`config.mk`:
```
export PLATFORM = sky130hd
export DESIGN_NAME = crc16_framed_target_parser_flat
export DESIGN_NICKNAME = d
export VERILOG_FILES = /design/src/sv/cftp_pkg.sv /design/src/sv/cftp_if.sv /design/src/sv/cftp_ctrl.sv /design/src/sv/cftp_dp.sv /design/src/sv/crc16_framed_target_parser.sv /design/src/flat_wrapper.sv
export SDC_FILE = /design/constraint.sdc
export NUM_CORES = 2
export LEC_CHECK = 0
export ABC_AREA = 1
export ABC_CLOCK_PERIOD_IN_PS = 9400
export BUFFER_PORTS_ARGS = -buffer_cell sky130_fd_sc_hd__buf_4
export CAP_MARGIN = 20
export CORE_MARGIN = 3
export CORE_UTILIZATION = 30
export CTS_BUF_LIST = sky130_fd_sc_hd__clkbuf_8
export CTS_CLUSTER_DIAMETER = 50
export CTS_CLUSTER_SIZE = 12
export DETAILED_ROUTE_END_ITERATION = 10
export MAX_ROUTING_LAYER = met4
export SYNTH_ARGS = -nofsm -noshare
export SYNTH_HDL_FRONTEND = slang
export SYNTH_SLANG_ARGS = --single-unit
```
`constraint.sdc`:
```
create_clock -name i_clk -period 9.4 [get_ports i_clk]
set_input_delay 0.94 -clock i_clk [delete_from_list [all_inputs] [get_ports i_clk]]
set_output_delay 0.94 -clock i_clk [all_outputs]
set_load 0.02 [all_outputs]
```
`src/sv/cftp_pkg.sv`:
```
`timescale 1ns / 1ps
package cftp_pkg;

    localparam int MAX_PAYLOAD = 64;
    localparam int PAY_AW      = $clog2(MAX_PAYLOAD);
    localparam int NFIELDS     = 21;
    localparam int FIDX_W      = 5;
    localparam logic [FIDX_W-1:0] LAST_FIELD = FIDX_W'(NFIELDS - 1);

    localparam logic [15:0] CRC_INIT = 16'hFFFF;
    localparam logic [15:0] CRC_POLY = 16'hA001;

    // configuration register indexes
    localparam logic [2:0] REG_HEAD_FIRST  = 3'd0;
    localparam logic [2:0] REG_HEAD_SECOND = 3'd1;
    localparam logic [2:0] REG_VERSION     = 3'd2;
    localparam logic [2:0] REG_TARGET_ID   = 3'd3;
    localparam logic [2:0] REG_TARGET_LEN  = 3'd4;

    typedef enum logic [2:0] {
        K_FRAME_OK   = 3'd0,
        K_TARGET_OK  = 3'd1,
        K_VER_ERR    = 3'd2,
        K_CRC_ERR    = 3'd3,
        K_OVERSIZE   = 3'd4,
        K_TGT_LEN    = 3'd5,
        K_TGT_FIELD  = 3'd6
    } t_kind;

    // target field layout: byte offset, last byte index, signed 16-bit flag
    localparam logic [5:0] FLD_OFF [NFIELDS] = '{
        6'd0, 6'd4, 6'd5, 6'd6, 6'd7, 6'd8, 6'd9, 6'd10, 6'd11, 6'd12, 6'd14,
        6'd16, 6'd18, 6'd20, 6'd22, 6'd24, 6'd26, 6'd28, 6'd30, 6'd32, 6'd34};
    localparam logic [1:0] FLD_LASTB [NFIELDS] = '{
        2'd3, 2'd0, 2'd0, 2'd0, 2'd0, 2'd0, 2'd0, 2'd0, 2'd0, 2'd1, 2'd1,
        2'd1, 2'd1, 2'd1, 2'd1, 2'd1, 2'd1, 2'd1, 2'd1, 2'd1, 2'd1};
    localparam logic FLD_SGN [NFIELDS] = '{
        1'b0, 1'b0, 1'b0, 1'b0, 1'b0, 1'b0, 1'b0, 1'b0, 1'b0, 1'b1, 1'b1,
        1'b1, 1'b1, 1'b0, 1'b0, 1'b1, 1'b1, 1'b0, 1'b0, 1'b1, 1'b1};

    typedef struct packed {
        logic              busy;
        logic              rd_en;
        logic              acc;
        logic              emit_field;
        logic              last_field;
        logic [FIDX_W-1:0] field_idx;
        logic [1:0]        byte_idx;
    } t_cmd;

    typedef struct packed {
        logic run_start;
        logic out_free;
    } t_stat;

    function automatic logic [15:0] crc16_step(input logic [15:0] c, input logic [7:0] b);
        logic [15:0] x;
        x = c ^ {8'h00, b};
        for (int i = 0; i < 8; i++) begin
            x = x[0] ? ((x >> 1) ^ CRC_POLY) : (x >> 1);
        end
        return x;
    endfunction

endpackage

```
`src/sv/cftp_if.sv`:
```
`timescale 1ns / 1ps
interface cftp_in_if;
    logic        valid;
    logic        ready;
    logic [7:0]  rx_byte;
    logic [31:0] time_ms;
    modport source (output valid, output rx_byte, output time_ms, input ready);
    modport sink (input valid, input rx_byte, input time_ms, output ready);
endinterface

interface cftp_cfg_if;
    logic       valid;
    logic       ready;
    logic [2:0] index;
    logic [7:0] data;
    modport source (output valid, output index, output data, input ready);
    modport sink (input valid, input index, input data, output ready);
endinterface

interface cftp_out_if;
    logic        valid;
    logic        ready;
    logic [2:0]  kind;
    logic [7:0]  frame_seq;
    logic [7:0]  msg_id;
    logic [31:0] end_time_ms;
    logic [4:0]  field_index;
    logic [31:0] field_value;
    logic [31:0] good_frames;
    logic [31:0] crc_fails;
    logic [31:0] ver_fails;
    logic [31:0] len_fails;
    logic [31:0] seq_gaps;
    logic        last;
    modport source (output valid, output kind, output frame_seq, output msg_id,
        output end_time_ms, output field_index, output field_value,
        output good_frames, output crc_fails, output ver_fails,
        output len_fails, output seq_gaps, output last, input ready);
    modport sink (input valid, input kind, input frame_seq, input msg_id,
        input end_time_ms, input field_index, input field_value,
        input good_frames, input crc_fails, input ver_fails,
        input len_fails, input seq_gaps, input last, output ready);
endinterface

```
`src/sv/cftp_ctrl.sv`:
```
`timescale 1ns / 1ps
module cftp_ctrl
    import cftp_pkg::*;
(
    input  logic  i_clk,
    input  logic  i_rst_n,
    input  t_stat i_stat,
    output t_cmd  o_cmd
);

    typedef enum logic [3:0] {
        S_IDLE = 4'b0001,
        S_RD   = 4'b0010,
        S_ACC  = 4'b0100,
        S_EMIT = 4'b1000
    } t_state;

    t_state            r_state, n_state;
    logic [FIDX_W-1:0] r_fld, n_fld;
    logic [1:0]        r_byte, n_byte;

    always_ff @(posedge i_clk) begin
        if (!i_rst_n) begin
            r_state <= S_IDLE;
            r_fld   <= '0;
            r_byte  <= '0;
        end else begin
            r_state <= n_state;
            r_fld   <= n_fld;
            r_byte  <= n_byte;
        end
    end

    always_comb begin
        n_state          = r_state;
        n_fld            = r_fld;
        n_byte           = r_byte;
        o_cmd            = '0;
        o_cmd.field_idx  = r_fld;
        o_cmd.byte_idx   = r_byte;
        o_cmd.last_field = (r_fld == LAST_FIELD);
        unique case (r_state)
            S_IDLE: begin
                if (i_stat.run_start) begin
                    n_state = S_RD;
                    n_fld   = '0;
                    n_byte  = '0;
                end
            end
            S_RD: begin
                o_cmd.busy  = 1'b1;
                o_cmd.rd_en = 1'b1;
                n_state     = S_ACC;
            end
            S_ACC: begin
                o_cmd.busy = 1'b1;
                o_cmd.acc  = 1'b1;
                if (r_byte == FLD_LASTB[r_fld]) begin
                    n_state = S_EMIT;
                end else begin
                    n_byte  = r_byte + 2'd1;
                    n_state = S_RD;
                end
            end
            S_EMIT: begin
                o_cmd.busy = 1'b1;
                if (i_stat.out_free) begin
                    o_cmd.emit_field = 1'b1;
                    n_byte           = '0;
                    if (r_fld == LAST_FIELD) begin
                        n_state = S_IDLE;
                    end else begin
                        n_fld   = r_fld + FIDX_W'(1);
                        n_state = S_RD;
                    end
                end
            end
            default: n_state = S_IDLE;
        endcase
    end

endmodule

```
`src/sv/cftp_dp.sv`:
```
`timescale 1ns / 1ps
module cftp_dp
    import cftp_pkg::*;
(
    input  logic        i_clk,
    input  logic        i_rst_n,
    cftp_in_if.sink     i_in,
    cftp_cfg_if.sink    i_cfg,
    cftp_out_if.source  o_out,
    input  t_cmd        i_cmd,
    output t_stat       o_stat
);

    typedef enum logic [8:0] {
        P_HEAD1 = 9'b000000001,
        P_HEAD2 = 9'b000000010,
        P_VER   = 9'b000000100,
        P_ID    = 9'b000001000,
        P_SEQ   = 9'b000010000,
        P_LEN   = 9'b000100000,
        P_PAY   = 9'b001000000,
        P_CRCL  = 9'b010000000,
        P_CRCH  = 9'b100000000
    } t_phase;

    logic [7:0] r_head1, r_head2, r_ver_cfg, r_tid;
    logic [6:0] r_tlen;

    t_phase      r_phase, n_phase;
    logic [7:0]  r_ver, n_ver, r_id, n_id, r_seq, n_seq, r_crclo, n_crclo, r_prev, n_prev;
    logic [6:0]  r_len, n_len, r_cnt, n_cnt;
    logic [15:0] r_crc, n_crc;
    logic        r_seen, n_seen;
    logic [31:0] r_frames, n_frames, r_crcerr, n_crcerr, r_vererr, n_vererr;
    logic [31:0] r_lenerr, n_lenerr, r_seqlost, n_seqlost;
    logic [31:0] r_time;

    logic [7:0]  mem [MAX_PAYLOAD];
    logic [7:0]  r_rd_data;
    logic        r_rd_zero;
    logic [31:0] r_acc;

    logic        in_fire, wr_en, run_start, load, res_load;
    t_kind       res_kind;
    logic [7:0]  b;
    logic [5:0]  rd_addr;
    logic [7:0]  rd_byte;
    logic [31:0] fval;

    logic        r_ov;
    t_kind       r_kind;
    logic [7:0]  r_oseq, r_oid;
    logic [31:0] r_otime, r_oval;
    logic [4:0]  r_oidx;
    logic [31:0] r_o0, r_o1, r_o2, r_o3, r_o4;
    logic        r_olast;

    assign o_stat.out_free = !r_ov || o_out.ready;
    assign o_stat.run_start = run_start;
    assign i_in.ready = !i_cmd.busy && o_stat.out_free;
    assign i_cfg.ready = 1'b1;
    assign in_fire = i_in.valid && i_in.ready;
    assign b = i_in.rx_byte;

    always_ff @(posedge i_clk) begin
        if (!i_rst_n) begin
            r_head1   <= 8'hAA;
            r_head2   <= 8'h55;
            r_ver_cfg <= 8'd1;
            r_tid     <= 8'd1;
            r_tlen    <= 7'd36;
        end else if (i_cfg.valid) begin
            unique case (i_cfg.index)
                REG_HEAD_FIRST:  r_head1   <= i_cfg.data;
                REG_HEAD_SECOND: r_head2   <= i_cfg.data;
                REG_VERSION:     r_ver_cfg <= i_cfg.data;
                REG_TARGET_ID:   r_tid     <= i_cfg.data;
                REG_TARGET_LEN:  r_tlen    <= i_cfg.data[6:0];
                default: ;
            endcase
        end
    end

    always_comb begin
        n_phase   = r_phase;
        n_ver     = r_ver;
        n_id      = r_id;
        n_seq     = r_seq;
        n_len     = r_len;
        n_cnt     = r_cnt;
        n_crclo   = r_crclo;
        n_crc     = r_crc;
        n_prev    = r_prev;
        n_seen    = r_seen;
        n_frames  = r_frames;
        n_crcerr  = r_crcerr;
        n_vererr  = r_vererr;
        n_lenerr  = r_lenerr;
        n_seqlost = r_seqlost;
        wr_en     = 1'b0;
        run_start = 1'b0;
        res_load  = 1'b0;
        res_kind  = K_FRAME_OK;
        if (in_fire) begin
            unique case (r_phase)
                P_HEAD1: n_phase = (b == r_head1) ? P_HEAD2 : P_HEAD1;
                P_HEAD2: n_phase = (b == r_head2) ? P_VER : P_HEAD1;
                P_VER: begin
                    n_ver   = b;
                    n_crc   = crc16_step(CRC_INIT, b);
                    n_phase = P_ID;
                end
                P_ID: begin
                    n_id    = b;
                    n_crc   = crc16_step(r_crc, b);
                    n_phase = P_SEQ;
                end
                P_SEQ: begin
                    n_seq   = b;
                    n_crc   = crc16_step(r_crc, b);
                    n_phase = P_LEN;
                end
                P_LEN: begin
                    n_len = b[6:0];
                    n_cnt = '0;
                    n_crc = crc16_step(r_crc, b);
                    if (b > 8'(MAX_PAYLOAD)) begin
                        n_lenerr = r_lenerr + 32'd1;
                        n_phase  = P_HEAD1;
                        res_load = 1'b1;
                        res_kind = K_OVERSIZE;
                    end else begin
                        n_phase = (b == 8'd0) ? P_CRCL : P_PAY;
                    end
                end
                P_PAY: begin
                    wr_en = 1'b1;
                    n_cnt = r_cnt + 7'd1;
                    n_crc = crc16_step(r_crc, b);
                    if (n_cnt >= r_len) n_phase = P_CRCL;
                end
                P_CRCL: begin
                    n_crclo = b;
                    n_phase = P_CRCH;
                end
                P_CRCH: begin
                    n_phase = P_HEAD1;
                    priority if (r_ver != r_ver_cfg) begin
                        n_vererr = r_vererr + 32'd1;
                        res_load = 1'b1;
                        res_kind = K_VER_ERR;
                    end else if (r_crc != {b, r_crclo}) begin
                        n_crcerr = r_crcerr + 32'd1;
                        res_load = 1'b1;
                        res_kind = K_CRC_ERR;
                    end else begin
                        if (r_seen && (r_prev + 8'd1) != r_seq) begin
                            n_seqlost = r_seqlost + 32'd1;
                        end
                        n_prev   = r_seq;
                        n_seen   = 1'b1;
                        n_frames = r_frames + 32'd1;
                        priority if (r_id != r_tid) begin
                            res_load = 1'b1;
                            res_kind = K_FRAME_OK;
                        end else if (r_len != r_tlen) begin
                            n_lenerr = r_lenerr + 32'd1;
                            res_load = 1'b1;
                            res_kind = K_TGT_LEN;
                        end else begin
                            run_start = 1'b1;
                        end
                    end
                end
                default: n_phase = P_HEAD1;
            endcase
        end
    end

    always_ff @(posedge i_clk) begin
        if (!i_rst_n) begin
            r_phase   <= P_HEAD1;
            r_ver     <= '0;
            r_id      <= '0;
            r_seq     <= '0;
            r_len     <= '0;
            r_cnt     <= '0;
            r_crclo   <= '0;
            r_crc     <= CRC_INIT;
            r_prev    <= '0;
            r_seen    <= 1'b0;
            r_frames  <= '0;
            r_crcerr  <= '0;
            r_vererr  <= '0;
            r_lenerr  <= '0;
            r_seqlost <= '0;
        end else begin
            r_phase   <= n_phase;
            r_ver     <= n_ver;
            r_id      <= n_id;
            r_seq     <= n_seq;
            r_len     <= n_len;
            r_cnt     <= n_cnt;
            r_crclo   <= n_crclo;
            r_crc     <= n_crc;
            r_prev    <= n_prev;
            r_seen    <= n_seen;
            r_frames  <= n_frames;
            r_crcerr  <= n_crcerr;
            r_vererr  <= n_vererr;
            r_lenerr  <= n_lenerr;
            r_seqlost <= n_seqlost;
        end
    end

    always_ff @(posedge i_clk) begin
        if (in_fire) r_time <= i_in.time_ms;
    end

    // payload store and field assembly
    assign rd_addr = FLD_OFF[i_cmd.field_idx] + {4'b0, i_cmd.byte_idx};

    always_ff @(posedge i_clk) begin
        if (wr_en) mem[r_cnt[PAY_AW-1:0]] <= b;
        if (i_cmd.rd_en) begin
            r_rd_data <= mem[rd_addr[PAY_AW-1:0]];
            r_rd_zero <= ({1'b0, rd_addr} >= r_len);
        end
    end

    assign rd_byte = r_rd_zero ? 8'h00 : r_rd_data;

    always_ff @(posedge i_clk) begin
        if (i_cmd.acc) begin
            unique case (i_cmd.byte_idx)
                2'd0: r_acc <= {24'h0, rd_byte};
                2'd1: r_acc[15:8] <= rd_byte;
                2'd2: r_acc[23:16] <= rd_byte;
                2'd3: r_acc[31:24] <= rd_byte;
                default: ;
            endcase
        end
    end

    assign fval = FLD_SGN[i_cmd.field_idx] ? {{16{r_acc[15]}}, r_acc[15:0]} : r_acc;

    // output register
    assign load = res_load || i_cmd.emit_field;

    always_ff @(posedge i_clk) begin
        if (!i_rst_n) begin
            r_ov <= 1'b0;
        end else if (load) begin
            r_ov <= 1'b1;
        end else if (o_out.ready) begin
            r_ov <= 1'b0;
        end
    end

    always_ff @(posedge i_clk) begin
        if (res_load) begin
            r_kind  <= res_kind;
            r_otime <= i_in.time_ms;
            r_oidx  <= '0;
            r_oval  <= '0;
            r_olast <= 1'b1;
        end else if (i_cmd.emit_field) begin
            r_kind  <= (i_cmd.field_idx == '0) ? K_TARGET_OK : K_TGT_FIELD;
            r_otime <= r_time;
            r_oidx  <= i_cmd.field_idx;
            r_oval  <= fval;
            r_olast <= i_cmd.last_field;
        end
        if (load) begin
            r_oseq <= r_seq;
            r_oid  <= r_id;
            r_o0   <= n_frames;
            r_o1   <= n_crcerr;
            r_o2   <= n_vererr;
            r_o3   <= n_lenerr;
            r_o4   <= n_seqlost;
        end
    end

    assign o_out.valid       = r_ov;
    assign o_out.kind        = r_kind;
    assign o_out.frame_seq   = r_oseq;
    assign o_out.msg_id      = r_oid;
    assign o_out.end_time_ms = r_otime;
    assign o_out.field_index = r_oidx;
    assign o_out.field_value = r_oval;
    assign o_out.good_frames = r_o0;
    assign o_out.crc_fails   = r_o1;
    assign o_out.ver_fails   = r_o2;
    assign o_out.len_fails   = r_o3;
    assign o_out.seq_gaps    = r_o4;
    assign o_out.last        = r_olast;

endmodule

```
`src/sv/crc16_framed_target_parser.sv`:
```
`timescale 1ns / 1ps
// Output: a status result is loaded into the output register at the edge that takes its
// byte; a target run loads field 0 after each of its bytes is read and assembled.
// Throughput: one byte per cycle while parsing and the output register is free; a target
// frame end then emits 21 items, each field reading the store and assembling it byte by
// byte before it is loaded, while input is held.
// Reset: synchronous, active low; parser hunts the first header, counters clear.
module crc16_framed_target_parser
    import cftp_pkg::*;
(
    input  logic        i_clk,
    input  logic        i_rst_n,
    cftp_in_if.sink     i_in,
    cftp_cfg_if.sink    i_cfg,
    cftp_out_if.source  o_out
);

    t_cmd  cmd;
    t_stat stat;

    cftp_ctrl u_ctrl (
        .i_clk   (i_clk),
        .i_rst_n (i_rst_n),
        .i_stat  (stat),
        .o_cmd   (cmd)
    );

    cftp_dp u_dp (
        .i_clk   (i_clk),
        .i_rst_n (i_rst_n),
        .i_in    (i_in),
        .i_cfg   (i_cfg),
        .o_out   (o_out),
        .i_cmd   (cmd),
        .o_stat  (stat)
    );

endmodule
```
`src/flat_wrapper.sv`:
```
// flat-port wrapper written by rule: the top's interface ports become plain ports
module crc16_framed_target_parser_flat import cftp_pkg::*;
  (i_clk, i_rst_n, i_in_valid, i_in_rx_byte, i_in_time_ms, i_in_ready, i_cfg_valid, i_cfg_index, i_cfg_data, i_cfg_ready, o_out_valid, o_out_kind, o_out_frame_seq, o_out_msg_id, o_out_end_time_ms, o_out_field_index, o_out_field_value, o_out_good_frames, o_out_crc_fails, o_out_ver_fails, o_out_len_fails, o_out_seq_gaps, o_out_last, o_out_ready);
  cftp_in_if i_in_i ();
  cftp_cfg_if i_cfg_i ();
  cftp_out_if o_out_i ();
  input  logic i_clk;
  input  logic i_rst_n;
  input wire logic [$bits(i_in_i.valid)-1:0] i_in_valid;
  input wire logic [$bits(i_in_i.rx_byte)-1:0] i_in_rx_byte;
  input wire logic [$bits(i_in_i.time_ms)-1:0] i_in_time_ms;
  output wire logic [$bits(i_in_i.ready)-1:0] i_in_ready;
  input wire logic [$bits(i_cfg_i.valid)-1:0] i_cfg_valid;
  input wire logic [$bits(i_cfg_i.index)-1:0] i_cfg_index;
  input wire logic [$bits(i_cfg_i.data)-1:0] i_cfg_data;
  output wire logic [$bits(i_cfg_i.ready)-1:0] i_cfg_ready;
  output wire logic [$bits(o_out_i.valid)-1:0] o_out_valid;
  output wire logic [$bits(o_out_i.kind)-1:0] o_out_kind;
  output wire logic [$bits(o_out_i.frame_seq)-1:0] o_out_frame_seq;
  output wire logic [$bits(o_out_i.msg_id)-1:0] o_out_msg_id;
  output wire logic [$bits(o_out_i.end_time_ms)-1:0] o_out_end_time_ms;
  output wire logic [$bits(o_out_i.field_index)-1:0] o_out_field_index;
  output wire logic [$bits(o_out_i.field_value)-1:0] o_out_field_value;
  output wire logic [$bits(o_out_i.good_frames)-1:0] o_out_good_frames;
  output wire logic [$bits(o_out_i.crc_fails)-1:0] o_out_crc_fails;
  output wire logic [$bits(o_out_i.ver_fails)-1:0] o_out_ver_fails;
  output wire logic [$bits(o_out_i.len_fails)-1:0] o_out_len_fails;
  output wire logic [$bits(o_out_i.seq_gaps)-1:0] o_out_seq_gaps;
  output wire logic [$bits(o_out_i.last)-1:0] o_out_last;
  input wire logic [$bits(o_out_i.ready)-1:0] o_out_ready;
  assign i_in_i.valid = i_in_valid;
  assign i_in_i.rx_byte = i_in_rx_byte;
  assign i_in_i.time_ms = i_in_time_ms;
  assign i_in_ready = i_in_i.ready;
  assign i_cfg_i.valid = i_cfg_valid;
  assign i_cfg_i.index = i_cfg_index;
  assign i_cfg_i.data = i_cfg_data;
  assign i_cfg_ready = i_cfg_i.ready;
  assign o_out_valid = o_out_i.valid;
  assign o_out_kind = o_out_i.kind;
  assign o_out_frame_seq = o_out_i.frame_seq;
  assign o_out_msg_id = o_out_i.msg_id;
  assign o_out_end_time_ms = o_out_i.end_time_ms;
  assign o_out_field_index = o_out_i.field_index;
  assign o_out_field_value = o_out_i.field_value;
  assign o_out_good_frames = o_out_i.good_frames;
  assign o_out_crc_fails = o_out_i.crc_fails;
  assign o_out_ver_fails = o_out_i.ver_fails;
  assign o_out_len_fails = o_out_i.len_fails;
  assign o_out_seq_gaps = o_out_i.seq_gaps;
  assign o_out_last = o_out_i.last;
  assign o_out_i.ready = o_out_ready;
  crc16_framed_target_parser u_core (.i_clk(i_clk), .i_rst_n(i_rst_n), .i_in(i_in_i), .i_cfg(i_cfg_i), .o_out(o_out_i));
endmodule
```
==> flow_summary_export.csv <==
group,metric,value,unit
routing,avgRoutedWirePerCell,18.0,um
timing,worst_pin_slew,1.15,ns
floorplan,pin_count,308,
power,p_int,7360,uW
cells_and_area,stdcell_count,7683,
synthesis,ys_warn_count,0,
timing,drv_slew,0,
floorplan,fp.dieW,410,um
cells_and_area,nets,5511,
routing,dr.pass1.iters,5,
synthesis,synthCells,5144,
synthesis,async_flop_share,0,%
worst_setup_path,cp-end-kind,"register",
routing,routed_wl,139,mm
timing,clock_skew,0.0429,ns
power,irDropWorstVdd,0.124,mV
clocking,h-tree-depth,4,
worst_setup_path,critPathRequiredTime,10.09,ns
placement,port_buffers,306,
synthesis,synth_area_leaders,"edfxtp_1 (49%), dfxtp_1 (13%), nand2_1 (9.4%), nor2_1 (5.3%), o21ai_0 (4.3%)",
floorplan,fp.dieH,410,um
clocking,cts_setup_buffers,0,
synthesis,synth-edff-count,796,
power,p_seq_share,55.9,%
clocking,ctsResizeCount,0,
clocking,clkTransAtPathRegs,0.08,ns
power,switching_share,25.9,%
grt,grt_pass1_wl,207,mm
synthesis,ys.flop_type,"edfxtp_1",
grt,grt_max_degree,151,
worst_setup_path,worst_path_most_repeated_cell,"inv_1",
floorplan,die-area,168000,um^2
synthesis,yosysMostFrequentCell,"nand2_1",
timing,min_period_over_period,59.3,%
grt,grt_usage,16.3,%
clocking,clock-sinks,1125,
cells_and_area,area.growth.synth_to_final,14.8,%
timing,fmax,179,MHz
worst_setup_path,crit_chain,"inv_1 > ha_1 > inv_1 > nor2_1 > o22ai_1 > nor3_1 > ha_4 > fa_4 > buf_4 > inv_2 > buf_4 > o21ai_0 > o22ai_1 > inv_1 > o21ai_0 > nand2_1 > nand3_1 > nand3_1 > nand2_1",
synthesis,yosysSeqAreaShare,62.2,%
floorplan,rows,147,
synthesis,yosysTopAreaCell,"edfxtp_1",
floorplan,core-area,161000,um^2
power,leakage,0.0215,uW
worst_setup_path,worstReg2RegStart,"u_core.u_ctrl.r_fld[0]",
worst_setup_path,slowest_delay,0.89,ns
clocking,holdBufCountCts,0,
floorplan,initial_core_util,30.4,%
timing,min_period,5.58,ns
worst_setup_path,start_kind,"register",
placement,gp_congestion,0.896,
hold_path,hp-class,"input pin to register",
timing,hold_viol_final,0,
grt,antenna_found_initial,6,
power,comb_power_share,8.3,%
worst_setup_path,critPathLaunch,"u_core.u_ctrl.r_fld[0]",
worst_setup_path,path_delay_family,"buffers and inverters",
clocking,numCtsBuffers,138,
worst_setup_path,crit_arrival,6.27,ns
routing,num_vias,36400,
worst_setup_path,path_class,"register to register",
cells_and_area,drive_above_1_share,12.2,%
synthesis,syn_area,49000,um^2
clocking,cts_tree,"built",
hold_path,min_from,"i_in_time_ms[23]",
grt,grt_pass1_vias,34300,
worst_setup_path,critPathMaxFanout,97,
synthesis,syn_nets,5240,
power,p_clk_share,35.8,%
placement,dp.final_hpwl,94.9,mm
placement,dp_cells,7435,
synthesis,synth_cell_type_count,68,
timing,final.setup.tns,0,ns
clocking,insertion_delay,0.83,ns
synthesis,synth_common_cells,"nand2_1 (1,225), edfxtp_1 (796), nor2_1 (693)",
synthesis,synth_seq_cells,1125,
worst_setup_path,cp_slowest_cell,"buf_4",
routing,route.detailed.drc,0,
status,outcome,"finished clean",
clocking,cts-root-buf,"clkbuf_8",
timing,max_slew_margin,23.0,%
synthesis,synth_top_area_share,48.7,%
routing,viasPerCell,4.74,
power,power_density,177,nW/um^2
worst_setup_path,timing.critical_path.buf_inv,6,
routing,final_antenna_net_count,0,
routing,drtIter0Drc,3327,
timing,rsz0062_at_grt,"false",
clocking,cts.path.max_buffers,3,
grt,gr-total-overflow,0,
synthesis,syn_area_per_cell,9.53,um^2
timing,setup_violations,0,
job,cap_violations,0,
power,net-switching-power,2570,uW
final timing paths:
| kind | slack, ns | endpoint | depth (start not counted) |
|---|---|---|---|
| worst max-delay path | 3.82 | u_core.u_dp.r_rd_data[4] | 19 |
| worst min-delay path | 0.31 | u_core.u_dp.r_time[23] | 1 |
| worst max register to register | 3.82 | u_core.u_dp.r_rd_data[4] | 19 |
| worst min register to register | 0.47 | u_core.u_dp.o_out.field_index[2] | 2 |
registers in the layout, summed over array words and instances (netlist names), 32 cells and up:
name	cells
u_core.u_dp.mem	512
u_core.u_dp.r_vererr	32
u_core.u_dp.r_lenerr	32
u_core.u_dp.o_out.end_time_ms	32
u_core.u_dp.o_out.field_value	32
u_core.u_dp.r_crcerr	32
u_core.u_dp.r_time	32
u_core.u_dp.r_acc	32
u_core.u_dp.o_out.crc_fails	32
u_core.u_dp.o_out.good_frames	32
u_core.u_dp.o_out.seq_gaps	32
u_core.u_dp.o_out.ver_fails	32
u_core.u_dp.o_out.len_fails	32
u_core.u_dp.r_seqlost	32
u_core.u_dp.r_frames	32
stage by stage:
step	utilization, %	hold slack, ns	instance area (um^2)	setup slack [ns]	power (uW)
floorplan	-	0.430	49000	2.04	6110
global placement	33.1	0.446	53500	3.37	6500
detailed placement	33.1	0.449	53500	3.27	6510
CTS	34.8	0.220	56300	3.90	10000
global route	34.8	0.251	56300	3.41	10300
finish	34.8	0.310	56300	3.82	9930
kinds of logic (layout without fill, tap and decap cells):
group           after synthesis  after routing  share of synthesized area (%)
xor+xnor                    153            153                           2.76
other cells                   1              7                        0.00765
simple gates               2324           2324                           19.5
flops                      1125           1125                           62.2
compound gates              810            810                           8.97
buf+inv                     691           1064                           5.50
fa+ha+maj                    40             40                           1.04
power by group through the flow:
stage	clock (uW)	sequential, uW	combinational (uW)
after global placement	0	5670	827
after detailed placement	0	5670	837
after global routing	3830	5570	908
final	3550	5550	829
after floorplan	0	5770	337
after CTS	3650	5560	837
area by class of cell:
cell class                 count  area (um^2)
timing repair buffer         349         2650
clock inverter                98          738
tap                         2160         2700
fill                       16300       105000
antenna                        6         15.0
multi-input combinational   3328        15900
inverter                     473         1790
sequential                  1125        30500
clock buffer                 144         1980
layout by cell type, fill, tap and decap left out, drive strengths merged, types with 2 or more instances in the layout:
cell type | synthesis | final
nand2 | 1235 | 1235
edfxtp | 796 | 796
nor2 | 718 | 718
inv | 466 | 524
o21ai | 438 | 438
buf | 58 | 349
dfxtp | 329 | 329
a21oi | 202 | 202
nand3 | 185 | 185
clkbuf | 160 | 144
o22ai | 135 | 135
xor2 | 114 | 114
nor3 | 83 | 83
nand4 | 55 | 55
xnor2 | 39 | 39
ha | 39 | 39
clkinv | 7 | 29
or2 | 23 | 23
nor4 | 13 | 13
clkinvlp | 0 | 12
nand3b | 7 | 7
o211ai | 7 | 7
diode | 0 | 6
bufinv | 0 | 6
a211oi | 5 | 5
and2 | 4 | 4
o21bai | 4 | 4
o221ai | 3 | 3
o21a | 3 | 3
a21o | 2 | 2
a31o | 2 | 2
o2111ai | 2 | 2
a31oi | 2 | 2
o311ai | 2 | 2
worst reg2reg max path: cells and delay by family, from the launching register on:
| family | cells | cell delay [ns] |
|---|---|---|
| buffers and inverters | 6 | 2.19 |
| adders and majority gates | 3 | 1.01 |
| and+or+nand+nor | 6 | 0.95 |
| AOI/OAI and AO/OA | 4 | 0.94 |
| DFF | 1 | 0.38 |
layer usage:
layer	global-route usage [%]	routed length, um	vias to the layer above
li1	-	-	17700
met1	21.0	60500	17300
met2	26.3	65200	1221
met3	2.71	9210	229
met4	4.87	3550	0
met5	-	0	-
Note: power is estimated with default switching activity, not from simulation.
